--- config.mk ---
export PLATFORM = sky130hd
export DESIGN_NAME = tft_front
export DESIGN_NICKNAME = d
export VERILOG_FILES = /design/src/rtl/tft_pkg.sv /design/src/rtl/tft_front.sv
export SDC_FILE = /design/constraint.sdc
export NUM_CORES = 1
export LEC_CHECK = 0
export ABC_AREA = 1
export ABC_CLOCK_PERIOD_IN_PS = 8800
export BUFFER_PORTS_ARGS = -buffer_cell sky130_fd_sc_hd__buf_2
export CAP_MARGIN = 30
export CORE_MARGIN = 2
export CORE_UTILIZATION = 55
export CTS_CLUSTER_SIZE = 40
export DETAILED_ROUTE_END_ITERATION = 12
export GPL_TIMING_DRIVEN = 0
export PLACE_DENSITY = 0.84
export SLEW_MARGIN = 25
export SYNTH_ARGS = -nofsm -noshare
export SYNTH_HDL_FRONTEND = slang
export SYNTH_SLANG_ARGS = --single-unit
--- constraint.sdc ---
create_clock -name i_clk -period 8.8 [get_ports i_clk]
set_input_delay 0.88 -clock i_clk [delete_from_list [all_inputs] [get_ports i_clk]]
set_output_delay 0.88 -clock i_clk [all_outputs]
set_load 0.005 [all_outputs]
--- src/rtl/tft_pkg.sv ---
// Package with shared types and constants of the TCP flow tracker.
`timescale 1ns / 1ps
package tft_pkg;
    localparam int TableDepth  = 64;
    localparam int IdxW        = $clog2(TableDepth);
    localparam int CntW        = $clog2(TableDepth + 1);
    localparam int BufferBytes = 1048576;
    localparam int FillW       = $clog2(BufferBytes + 1);
    localparam logic [15:0] EtherIpv4 = 16'h0800;
    localparam logic [7:0]  ProtoTcp  = 8'd6;
    localparam logic [1:0]  CfgMode   = 2'd0;
    localparam logic [1:0]  CfgPort   = 2'd1;
    localparam logic [1:0]  CfgAddr   = 2'd2;
    localparam int QueueDepth = 2;

    // One classified packet as it leaves the front part.
    typedef struct packed {
        logic        accepted;
        logic [31:0] addr_high;
        logic [31:0] addr_low;
        logic [15:0] port_high;
        logic [15:0] port_low;
        logic [15:0] src_port;
        logic [15:0] payload;
    } t_item;

    typedef enum logic [2:0] {
        ST_IDLE, ST_SEARCH, ST_READ, ST_UPDATE, ST_OUT
    } t_state;
endpackage

--- src/rtl/tft_front.sv ---
// Front part: filters, classifies and queues incoming packets.
`timescale 1ns / 1ps
module tft_front import tft_pkg::*; (
    input  logic        i_clk,
    input  logic        i_rst_n,
    input  logic        i_valid,
    output logic        o_stall,
    input  logic [15:0] i_ether_type,
    input  logic [7:0]  i_ip_protocol,
    input  logic [31:0] i_src_address,
    input  logic [31:0] i_dst_address,
    input  logic [15:0] i_src_port,
    input  logic [15:0] i_dst_port,
    input  logic [15:0] i_ip_total_length,
    input  logic [3:0]  i_tcp_header_words,
    input  logic [1:0]  i_filter_mode,
    input  logic [15:0] i_filter_port,
    input  logic [31:0] i_filter_address,
    output logic        o_q_valid,
    output t_item       o_q_item,
    input  logic        i_q_pop
);
    t_item r_q [QueueDepth];
    logic  r_wp, r_rp;
    logic [1:0] r_cnt;
    t_item item;
    logic  push, addr_ok, port_ok;
    logic [16:0] hdr;

    always_comb begin
        addr_ok = (i_src_address == i_filter_address) || (i_dst_address == i_filter_address);
        port_ok = (i_src_port == i_filter_port) || (i_dst_port == i_filter_port);
        hdr = 17'd20 + {11'd0, i_tcp_header_words, 2'b00};
        item.accepted = (i_ether_type == EtherIpv4) && (i_ip_protocol == ProtoTcp)
                      && !(i_filter_mode[0] && !addr_ok) && !(i_filter_mode[1] && !port_ok);
        item.addr_high = (i_src_address > i_dst_address) ? i_src_address : i_dst_address;
        item.addr_low  = (i_src_address > i_dst_address) ? i_dst_address : i_src_address;
        item.port_high = (i_src_port > i_dst_port) ? i_src_port : i_dst_port;
        item.port_low  = (i_src_port > i_dst_port) ? i_dst_port : i_src_port;
        item.src_port  = i_src_port;
        item.payload   = ({1'b0, i_ip_total_length} > hdr)
                       ? 16'(({1'b0, i_ip_total_length} - hdr)) : 16'd0;
    end

    assign o_stall   = (r_cnt == 2'(QueueDepth));
    assign push      = i_valid && !o_stall;
    assign o_q_valid = (r_cnt != 2'd0);
    assign o_q_item  = r_q[r_rp];

    always_ff @(posedge i_clk) begin
        if (push) begin
            r_q[r_wp] <= item;
        end
    end

    always_ff @(posedge i_clk) begin
        if (!i_rst_n) begin
            r_wp <= 1'b0;
            r_rp <= 1'b0;
            r_cnt <= 2'd0;
        end else begin
            if (push) begin
                r_wp <= ~r_wp;
            end
            if (i_q_pop) begin
                r_rp <= ~r_rp;
            end
            r_cnt <= r_cnt + 2'(push) - 2'(i_q_pop);
        end
    end

    assert property (@(posedge i_clk) disable iff (!i_rst_n) i_q_pop |-> o_q_valid)
        else $error("pop from empty queue");
    assert property (@(posedge i_clk) disable iff (!i_rst_n) r_cnt <= 2'(QueueDepth))
        else $error("queue count overflow");
    assert property (@(posedge i_clk) disable iff (!i_rst_n)
        (push && !i_q_pop) |=> (r_cnt == $past(r_cnt) + 2'd1))
        else $error("queue count missed a push");
endmodule

; ---- Word level (Yosys, flattened, before mapping)
; Memory sizes are Yosys's and may differ from the RTL's. A register that Yosys moved wholly into a read port is not among the register bits.
; Index checks and enable logic that the tools add are counted.
[op_classes]
div_mod_pow = 0
n_addsub = 4
muxes = 9
n_shift = 0
bitwise_logic = 2
order_cmp = 3
n_eq_ne = 7
n_reduce_logical = 14
mul = 0
[ops]
columns = operator, count
row1 = 32-bit equality test, 2
row2 = 32-bit 2-to-1 mux, 2
row3 = 16-bit 2-to-1 mux, 3
row4 = 16-bit equality test, 2
row5 = 32-bit greater-than comparator, 1
row6 = 16-bit by 12-bit equality test with 1-bit output (second input constant), 1
row7 = 16-bit greater-than comparator, 1
row8 = 16-bit by 7-bit greater-than comparator with 1-bit output, 1
row9 = 16-bit by 7-bit subtractor with 16-bit output, 1
row10 = 8-bit by 3-bit equality test with 1-bit output (second input constant), 1
row11 = 5-bit by 6-bit adder with 7-bit output (first input constant), 1
row12 = 1-bit logical AND, 6
row13 = 1-bit logical NOT, 5
row14 = 1-bit 2-to-1 mux, 4
row15 = 2-bit by 1-bit adder with 2-bit output, 1
row16 = 2-bit equality test (second input constant), 1
row17 = 1-bit logical OR, 2
row18 = 1-bit NOT, 2
row19 = 2-bit nonzero test, 1
row20 = 2-bit by 1-bit subtractor with 2-bit output, 1
[word_totals]
in_bits = 194
ramBits = 258
latch_bits = 0
mem_bits_ro = 0
memories = 1
regBits = 4
elab_cells = 43
[memory_table]
columns = name, depth, word_bits, rd, rd_clocked_by_memory_dff, wr, line
row1 = r_q, 2, 129, 1, 1, 1, tft_front.sv:23  ; t_item r_q [QueueDepth];

; ---- Logic depth before layout (Yosys ltp)
; Gate-level depths: netlist of the first run.
[logic_depth]
word_depth = 7
mapped_depth = 17
ltp_nobuf = 16

; ---- Worst setup path after synthesis of the first run
; No wires, ideal clock.
[synth_timing]
path_type = in2reg
from = input port i_valid
to = memory r_q[0][0] (netlist bit) (enable)
path_stages = 2
path_slack_ns = 1.741
arrival_ns = 6.440
t_required_ns = 8.181
setup_ns = 0.619
path_buffers = 0
cell_sequence = o21ai_0 > nor2_1
[synth_via]
elab_chain_len = 3
[synth_lines]
columns = element, line
row1 = start: declaration, tft_front.sv:6  ; input logic i_valid,
row2 = 1-bit logical AND, tft_front.sv:46  ; assign push = i_valid && !o_stall;
row3 = 1-bit 2-to-1 mux, tft_front.sv:51  ; if (push) begin
row4 = 1-bit 2-to-1 mux (implied by the code), tft_front.sv:52  ; r_q[r_wp] <= item;
row5 = end: declaration, tft_front.sv:23
; No other way between the ends.

==> impl_metrics.tcl, run 1 <==
set metrics [dict create \
    h-tree-depth 1 \
    numCtsBuffers 28 \
    clockRootBuffer "clkbuf_16" \
    dieArea_um2 26800 \
    fp.dieH_um 164 \
    holdCritPathClass "flop to flop" \
    skew_ps 6.59 \
    fillers 1821 \
    grt_max_degree 25 \
    overflow 0 \
    grt_first_pass_wirelength_um 56100 \
    slew_viol_final 0 \
    critPathArrivalTime_ps 2380 \
    antenna_found_initial 7 \
    boundaryPins 325 \
    num_vias 11100 \
    final-hold-violation-count 0 \
    stdcell_count 1998 \
    pre_cts_slack_ps 5550 \
    rr_worst_depth 6 \
    gp_congestion 0.905 \
    finalSetupViolations 0 \
    end_kind "primary output" \
    drc 0 \
    synth_warnings 0 \
    wl_per_cell_um 18.7 \
    syn_area_um2 14000 \
    max_slew_margin 0.343 \
    clk_pin_slew_ps 60 \
    cts_tree "yes" \
    crit_type "flop to primary output" \
    crit_fanout 10 \
    crit_path_start_kind "flop" \
    status "complete, no violations" \
    core_um2 25100 \
    areaGrowthSynthToFinish_pct 22.9 \
    cp.required_ps 7920 \
    min_period_over_period 0.371 \
    drt_iter0_markers 821 \
    syn_area_per_cell_um2 11.0 \
    place_area_um2 16400 \
    ctsResizeCount 0 \
    cts_buffer_depth 3 \
    max_freq_mhz 307 \
    track_usage 0.271 \
    rrSetupSlack_ps 6500 \
    final.min_clock_period_ps 3260 \
    finish.instance_area_um2 17200 \
    critPathCapture "o_q_item[50]" \
    netlist_instances 1276 \
    maxCapViolations 0 \
    p_total_mw 3.43 \
    vias_per_cell 5.57 \
    grt_pass1_vias 11000 \
    nets 1893 \
    postCtsSetupBuffers 0 \
    drive_gt1_frac 0.336 \
    dr.pass1.iters 7 \
    rows 58 \
    setup_slack_ps 5540 \
    peakVddDrop_mv 0.141 \
    cts_sinks 263 \
    r2r_start "r_cnt[1]$_SDFF_PN0_" \
    dp_hpwl_um 27700 \
    worst_pin_slew_ps 975 \
    ant_nets 0 \
    ys_ff_latch 263 \
    syn_nets 1527 \
    p_leak_nw 7.54 \
    power_density_nw_per_um2 199 \
    synth.distinct_cells 32 \
    start_util 0.558 \
    cts_hold_buf 0 \
    drt-total-wl_um 37400 \
    port_buffers 324 \
    rr_endpoint "r_q[0][4]$_DFFE_PP_" \
    synth-seq-area-share 0.560 \
    setup_tns_ps 0 \
    die_w_um 164 \
    clock_latency_ps 530 \
    grt_setup_unrepaired "false" \
    post-place-cells 1942 \
]
## worst min path at each step
stage,from,endpoint,slack [ps],cells after the start
floorplan,r_wp$_SDFFE_PN0P_,r_wp$_SDFFE_PN0P_,460,2
global placement,r_wp$_SDFFE_PN0P_,r_wp$_SDFFE_PN0P_,470,2
detailed placement,r_rp$_SDFFE_PN0P_,flop,490,2
CTS,r_rp$_SDFFE_PN0P_,r_rp$_SDFFE_PN0P_,510,2
global route,i_rst_n,r_cnt[0]$_SDFF_PN0_,560,3
finish,r_rp$_SDFFE_PN0P_,r_rp$_SDFFE_PN0P_,510,2
## final cells by class
class | instances | area [um2] | share of cell area
Antenna cell | 6 | 15.0 | 0.000872
Buffer | 42 | 297 | 0.0172
Clock buffer | 36 | 752 | 0.0437
Clock inverter | 14 | 93.8 | 0.00545
Inverter | 109 | 409 | 0.0238
Multi-Input combinational cell | 862 | 5480 | 0.318
Sequential cell | 263 | 7850 | 0.456
Tap cell | 330 | 413 | 0.0240
Timing Repair Buffer | 336 | 1920 | 0.112
## synth_stat cells
| cell | number | area share |
|---|---|---|
| a21o_1 | 4 | 0.0021 |
| a21oi_1 | 28 | 0.010 |
| a21oi_2 | 1 | 0.00063 |
| a31o_2 | 1 | 0.00063 |
| a31oi_1 | 1 | 0.00045 |
| and3_1 | 3 | 0.0013 |
| buf_2 | 21 | 0.0075 |
| buf_4 | 2 | 0.0011 |
| buf_6 | 14 | 0.011 |
| clkbuf_1 | 5 | 0.0013 |
| dfxtp_1 | 5 | 0.0071 |
| edfxtp_1 | 258 | 0.55 |
| fa_1 | 1 | 0.0014 |
| ha_1 | 56 | 0.050 |
| inv_1 | 109 | 0.029 |
| mux2_2 | 129 | 0.10 |
| nand2_1 | 312 | 0.084 |
| nand2_2 | 2 | 0.00089 |
| nand3_1 | 96 | 0.034 |
| nand4_1 | 26 | 0.012 |
| nand4_2 | 1 | 0.00089 |
| nor2_1 | 68 | 0.018 |
| nor2_2 | 1 | 0.00045 |
| nor3_1 | 11 | 0.0039 |
| nor3b_1 | 1 | 0.00054 |
| nor3b_2 | 1 | 0.00089 |
| nor4_1 | 6 | 0.0027 |
| o21a_1 | 1 | 0.00054 |
| o21ai_0 | 26 | 0.0093 |
| or2_2 | 11 | 0.0049 |
| xnor2_1 | 59 | 0.037 |
| xor2_1 | 16 | 0.010 |
## worst max-delay path: stages, from the launching register on
cell and delay (ps):
dfxtp_1 410, clkbuf_1 460, buf_2 440, mux2_2 390
buf_2 140
## registers in the layout, indices dropped and copies added (netlist names), named ones only
| name | cells |
|---|---|
| r_cnt | 2 |
| r_q | 258 |
| r_rp | 1 |
| r_wp | 1 |
## cell usage in the layout, fill, tap and decap left out, types with 8 or more instances in the layout
cell,n
clkbuf_16,29
or2_2,11
edfxtp_1,258
a21oi_1,28
nand2_1,312
mux2_2,129
ha_1,56
buf_2,345
nand4_1,26
buf_16,8
nand3_1,96
buf_6,14
inv_1,109
nor2_1,66
xnor2_1,59
o21ai_0,26
nor3_1,11
clkbuf_1,12
xor2_1,16
## power breakdown
group          leakage, nW  total (mW)  switching [mW]  internal (mW)
registers             2.46        1.60          0.0325           1.56
clock network        0.413        1.09           0.465          0.628
logic                 4.67       0.736           0.420          0.317
total                 7.54        3.43           0.917           2.51
## per-layer routing
| layer | share of wire | global-route usage | up-vias |
|---|---|---|---|
| li1 | - | - | 5156 |
| met1 | 0.35 | 0.310 | 5191 |
| met2 | 0.50 | 0.488 | 650 |
| met3 | 0.10 | 0.0604 | 120 |
| met4 | 0.045 | 0.118 | 2 |
| met5 | 0.00035 | 0 | - |
## kinds of logic after synthesis
| group | synth area share |
|---|---|
| AOI/OAI and AO/OA | 0.0237 |
| buffers and inverters | 0.0503 |
| and+or+nand+nor | 0.164 |
| muxes | 0.104 |
| xor gates and xnor gates | 0.0469 |
| DFF | 0.560 |
| adders and majority gates | 0.0514 |
## per-stage QoR
| stage | hold WS, ps | utilization |
|---|---|---|
| floorplan | 459 | - |
| global placement | 469 | 0.639 |
| detailed placement | 493 | 0.652 |
| CTS | 509 | 0.685 |
| global route | 558 | 0.686 |
| finish | 506 | 0.686 |
Note: power is estimated with default switching activity, not from simulation.
==> run 2, diff against run 1 <==
ABC_AREA = 0   (was 1)
ABC_CLOCK_PERIOD_IN_PS = 2900   (was 8800)
CORE_UTILIZATION = 49   (was 55)
PLACE_DENSITY = 0.8   (was 0.84)
clock period = 2.9 ns   (was 8.8 ns; I/O delays follow)
==> run 2 against run 1 <==
  * Sequential share of layout area rose by 1.4 points
  * Register-to-register slack worse by 5700 ps
  * Cell count shrank 18%
  * Non-clock buffer count shrank 20
  * First-iteration DRC count fell by 23%
  * Wire length down 4.9%
  * Worst setup slack worse by 5400 ps
  * Synthesized area shrank 4.0%
  * Critical endpoint is now o_q_item[78]
  * Combinational power increased to 3.4 times the previous value
  * Worst hold slack worse by 470 ps
==> impl_metrics.tcl, run 2 <==
set metrics [dict create \
    min_path_cells 1 \
    comb_power_share 0.223 \
    boundaryPins 325 \
    min_period_over_period 0.941 \
    synth_area_leaders "edfxtp_1, mux2_2, ha_1, xnor2_1, xor2_1" \
    synth_top_cell_by_area "edfxtp_1" \
    synth_warnings 0 \
    antenna_found_initial 7 \
    syn_area_per_cell_um2 14.7 \
    final.min_clock_period_ps 2730 \
    gp_congestion 0.942 \
    h-tree-depth 1 \
    drive_gt1_frac 0.464 \
    cts_sinks 263 \
    drt_iter0_markers 636 \
    crit_path_start_kind "flop" \
    die_w_um 170 \
    cts_buffer_depth 3 \
    grt_max_degree 49 \
    synth.distinct_cells 44 \
    cts_tree "yes" \
    p_switching_mw 2.89 \
    post-place-cells 1587 \
    critPathArrivalTime_ps 2440 \
    critical_path.cell_chain "clkbuf_2 -> clkbuf_1 -> mux2_2 -> buf_2" \
    crit_fanout 10 \
    synth_edf_count 258 \
    cp.required_ps 2610 \
    rrSetupSlack_ps 840 \
    p_leak_nw 6.54 \
    syn_nets 1165 \
    cp_slowest_cell "clkbuf_1" \
    mostFrequentLayoutCell "buf_2" \
    syn_area_um2 13500 \
    final-hold-violation-count 0 \
    max_slew_margin 0.528 \
    power.share.switching 0.258 \
    finalSetupViolations 0 \
    max_freq_mhz 367 \
    worst_pin_slew_ps 708 \
    core_um2 27000 \
    dr.pass1.iters 5 \
    multiInputGateArea_um2 5270 \
    fp.dieH_um 170 \
    holdCritPathClass "primary input to flop" \
    status "complete, no violations" \
    intPower_mw 8.33 \
    synth_common_cells "edfxtp_1, mux2_2, xnor2_1" \
    overflow 0 \
    ant_nets 0 \
    numCtsBuffers 28 \
    drt-total-wl_um 35500 \
    grt_first_pass_wirelength_um 52900 \
    skew_ps 5.88 \
    slew_viol_final 0 \
    top_register "r_q" \
    wl_per_cell_um 21.7 \
    areaGrowthSynthToFinish_pct 24.1 \
    nets 1529 \
    vias_per_cell 5.57 \
    async_reset_ff_frac 0 \
    slowest_delay_ps 590 \
    dieArea_um2 28800 \
    num_vias 9133 \
    end_kind "primary output" \
    synth-seq-area-share 0.583 \
    clockRootBuffer "clkbuf_16" \
    clk_pin_slew_ps 60 \
    start_util 0.499 \
    crit_type "flop to primary output" \
    yosysMostFrequentCell "edfxtp_1" \
    peakVddDrop_mv 0.534 \
    grt_setup_unrepaired "false" \
    postCtsSetupBuffers 0 \
    track_usage 0.242 \
    clock_latency_ps 550 \
    synth_top_flop_cell "edfxtp_1" \
    dp_hpwl_um 26600 \
    maxCapViolations 0 \
    drc 0 \
    ys_ff_latch 263 \
    netlist_instances 914 \
    stdcell_count 1639 \
    rr_worst_depth 6 \
    port_buffers 324 \
    top_regs "r_q (258), r_cnt (2)" \
    final_cell_mix "buf_2, edfxtp_1, mux2_2, xnor2_1, inv_1" \
    yosys.area.top_type_share 0.576 \
    p_seq_frac 0.445 \
    whs_ps 31.2 \
    grt_pass1_vias 9487 \
    fillers 2052 \
    pwr-share-clk 0.332 \
    largest_reg_flops 258 \
    power_density_nw_per_um2 672 \
    seq_area_um2 7850 \
    rows 60 \
]
-- run 2: cell count changes after synthesis, sizes merged, moves of 13 or more --
cell / delta
nand3: -89
mux2: +97
inv: -49
xor2: +20
o21ai: -13
nor2: -55
nand2: -301
buf: -28
-- run 2: layout make-up --
cell class	instances	area share
Antenna cell	2	0.000299
Clock inverter	15	0.0140
Inverter	60	0.0135
Tap cell	341	0.0255
Sequential cell	263	0.470
Buffer	24	0.00853
Clock buffer	33	0.0430
Timing Repair Buffer	334	0.111
Multi-Input combinational cell	567	0.315
-- run 2: path summary, 6_finish.rpt --
path / from / endpoint
worst max-delay path: flop / o_q_item[78]
worst min-delay path: i_src_port[5] / r_q[0][21]$_DFFE_PP_
worst max register to register: r_cnt[0]$_SDFF_PN0_ / r_q[0][116]$_DFFE_PP_
worst min register to register: r_rp$_SDFFE_PN0P_ / r_rp$_SDFFE_PN0P_
-- run 2: worst max-delay path: cells and delay by family, from the launching register on --
kind     cells  cell delay (ps)
mux          1              410
buf+inv      3             1120
flops        1              360
-- run 2: per-stage QoR --
step	area, um2	setup slack, ps	util	TNS, ps	power (mW)
2_1_floorplan	13500	4.88	-	0	6.39
3_3_place_gp	15500	-1080	0.576	-220060	7.37
3_5_place_dp	15700	-226	0.584	-28730	7.56
4_1_cts	16700	2.12	0.620	0	11.3
5_1_grt	16700	63.0	0.620	0	11.7
6_report	16700	172	0.620	0	11.2
-- run 2: per-layer routing --
metal,GRT usage,share of wire,up-vias
li1,-,-,4197
met1,0.278,0.37,4404
met2,0.430,0.50,420
met3,0.0697,0.088,102
met4,0.0870,0.039,10
met5,0,0.0015,-
-- run 2: power groups by stage --
stage / clock network [mW] / logic [mW] / registers [mW]
after global placement: 0 / 2.28 / 5.09
after CTS: 3.79 / 2.51 / 4.99
final: 3.73 / 2.50 / 4.99
after detailed placement: 0 / 2.49 / 5.07
after global routing: 3.92 / 2.70 / 5.03
after floorplan: 0 / 1.33 / 5.06
-- run 2: kinds of logic after synthesis --
logic type / share of synthesized area
adders and majority gates: 0.0535
xor gates and xnor gates: 0.0690
DFF: 0.583
and+or+nand+nor: 0.0491
buffers and inverters: 0.0270
AOI/OAI and AO/OA: 0.0294
muxes: 0.189
-- run 2: what timing repair did --
action	in CTS	in global routing
hold buffers	2	0
endpoints found under the hold margin	6	0
pin swaps	0	0
resized for setup	2	2
setup endpoints to repair	100	10
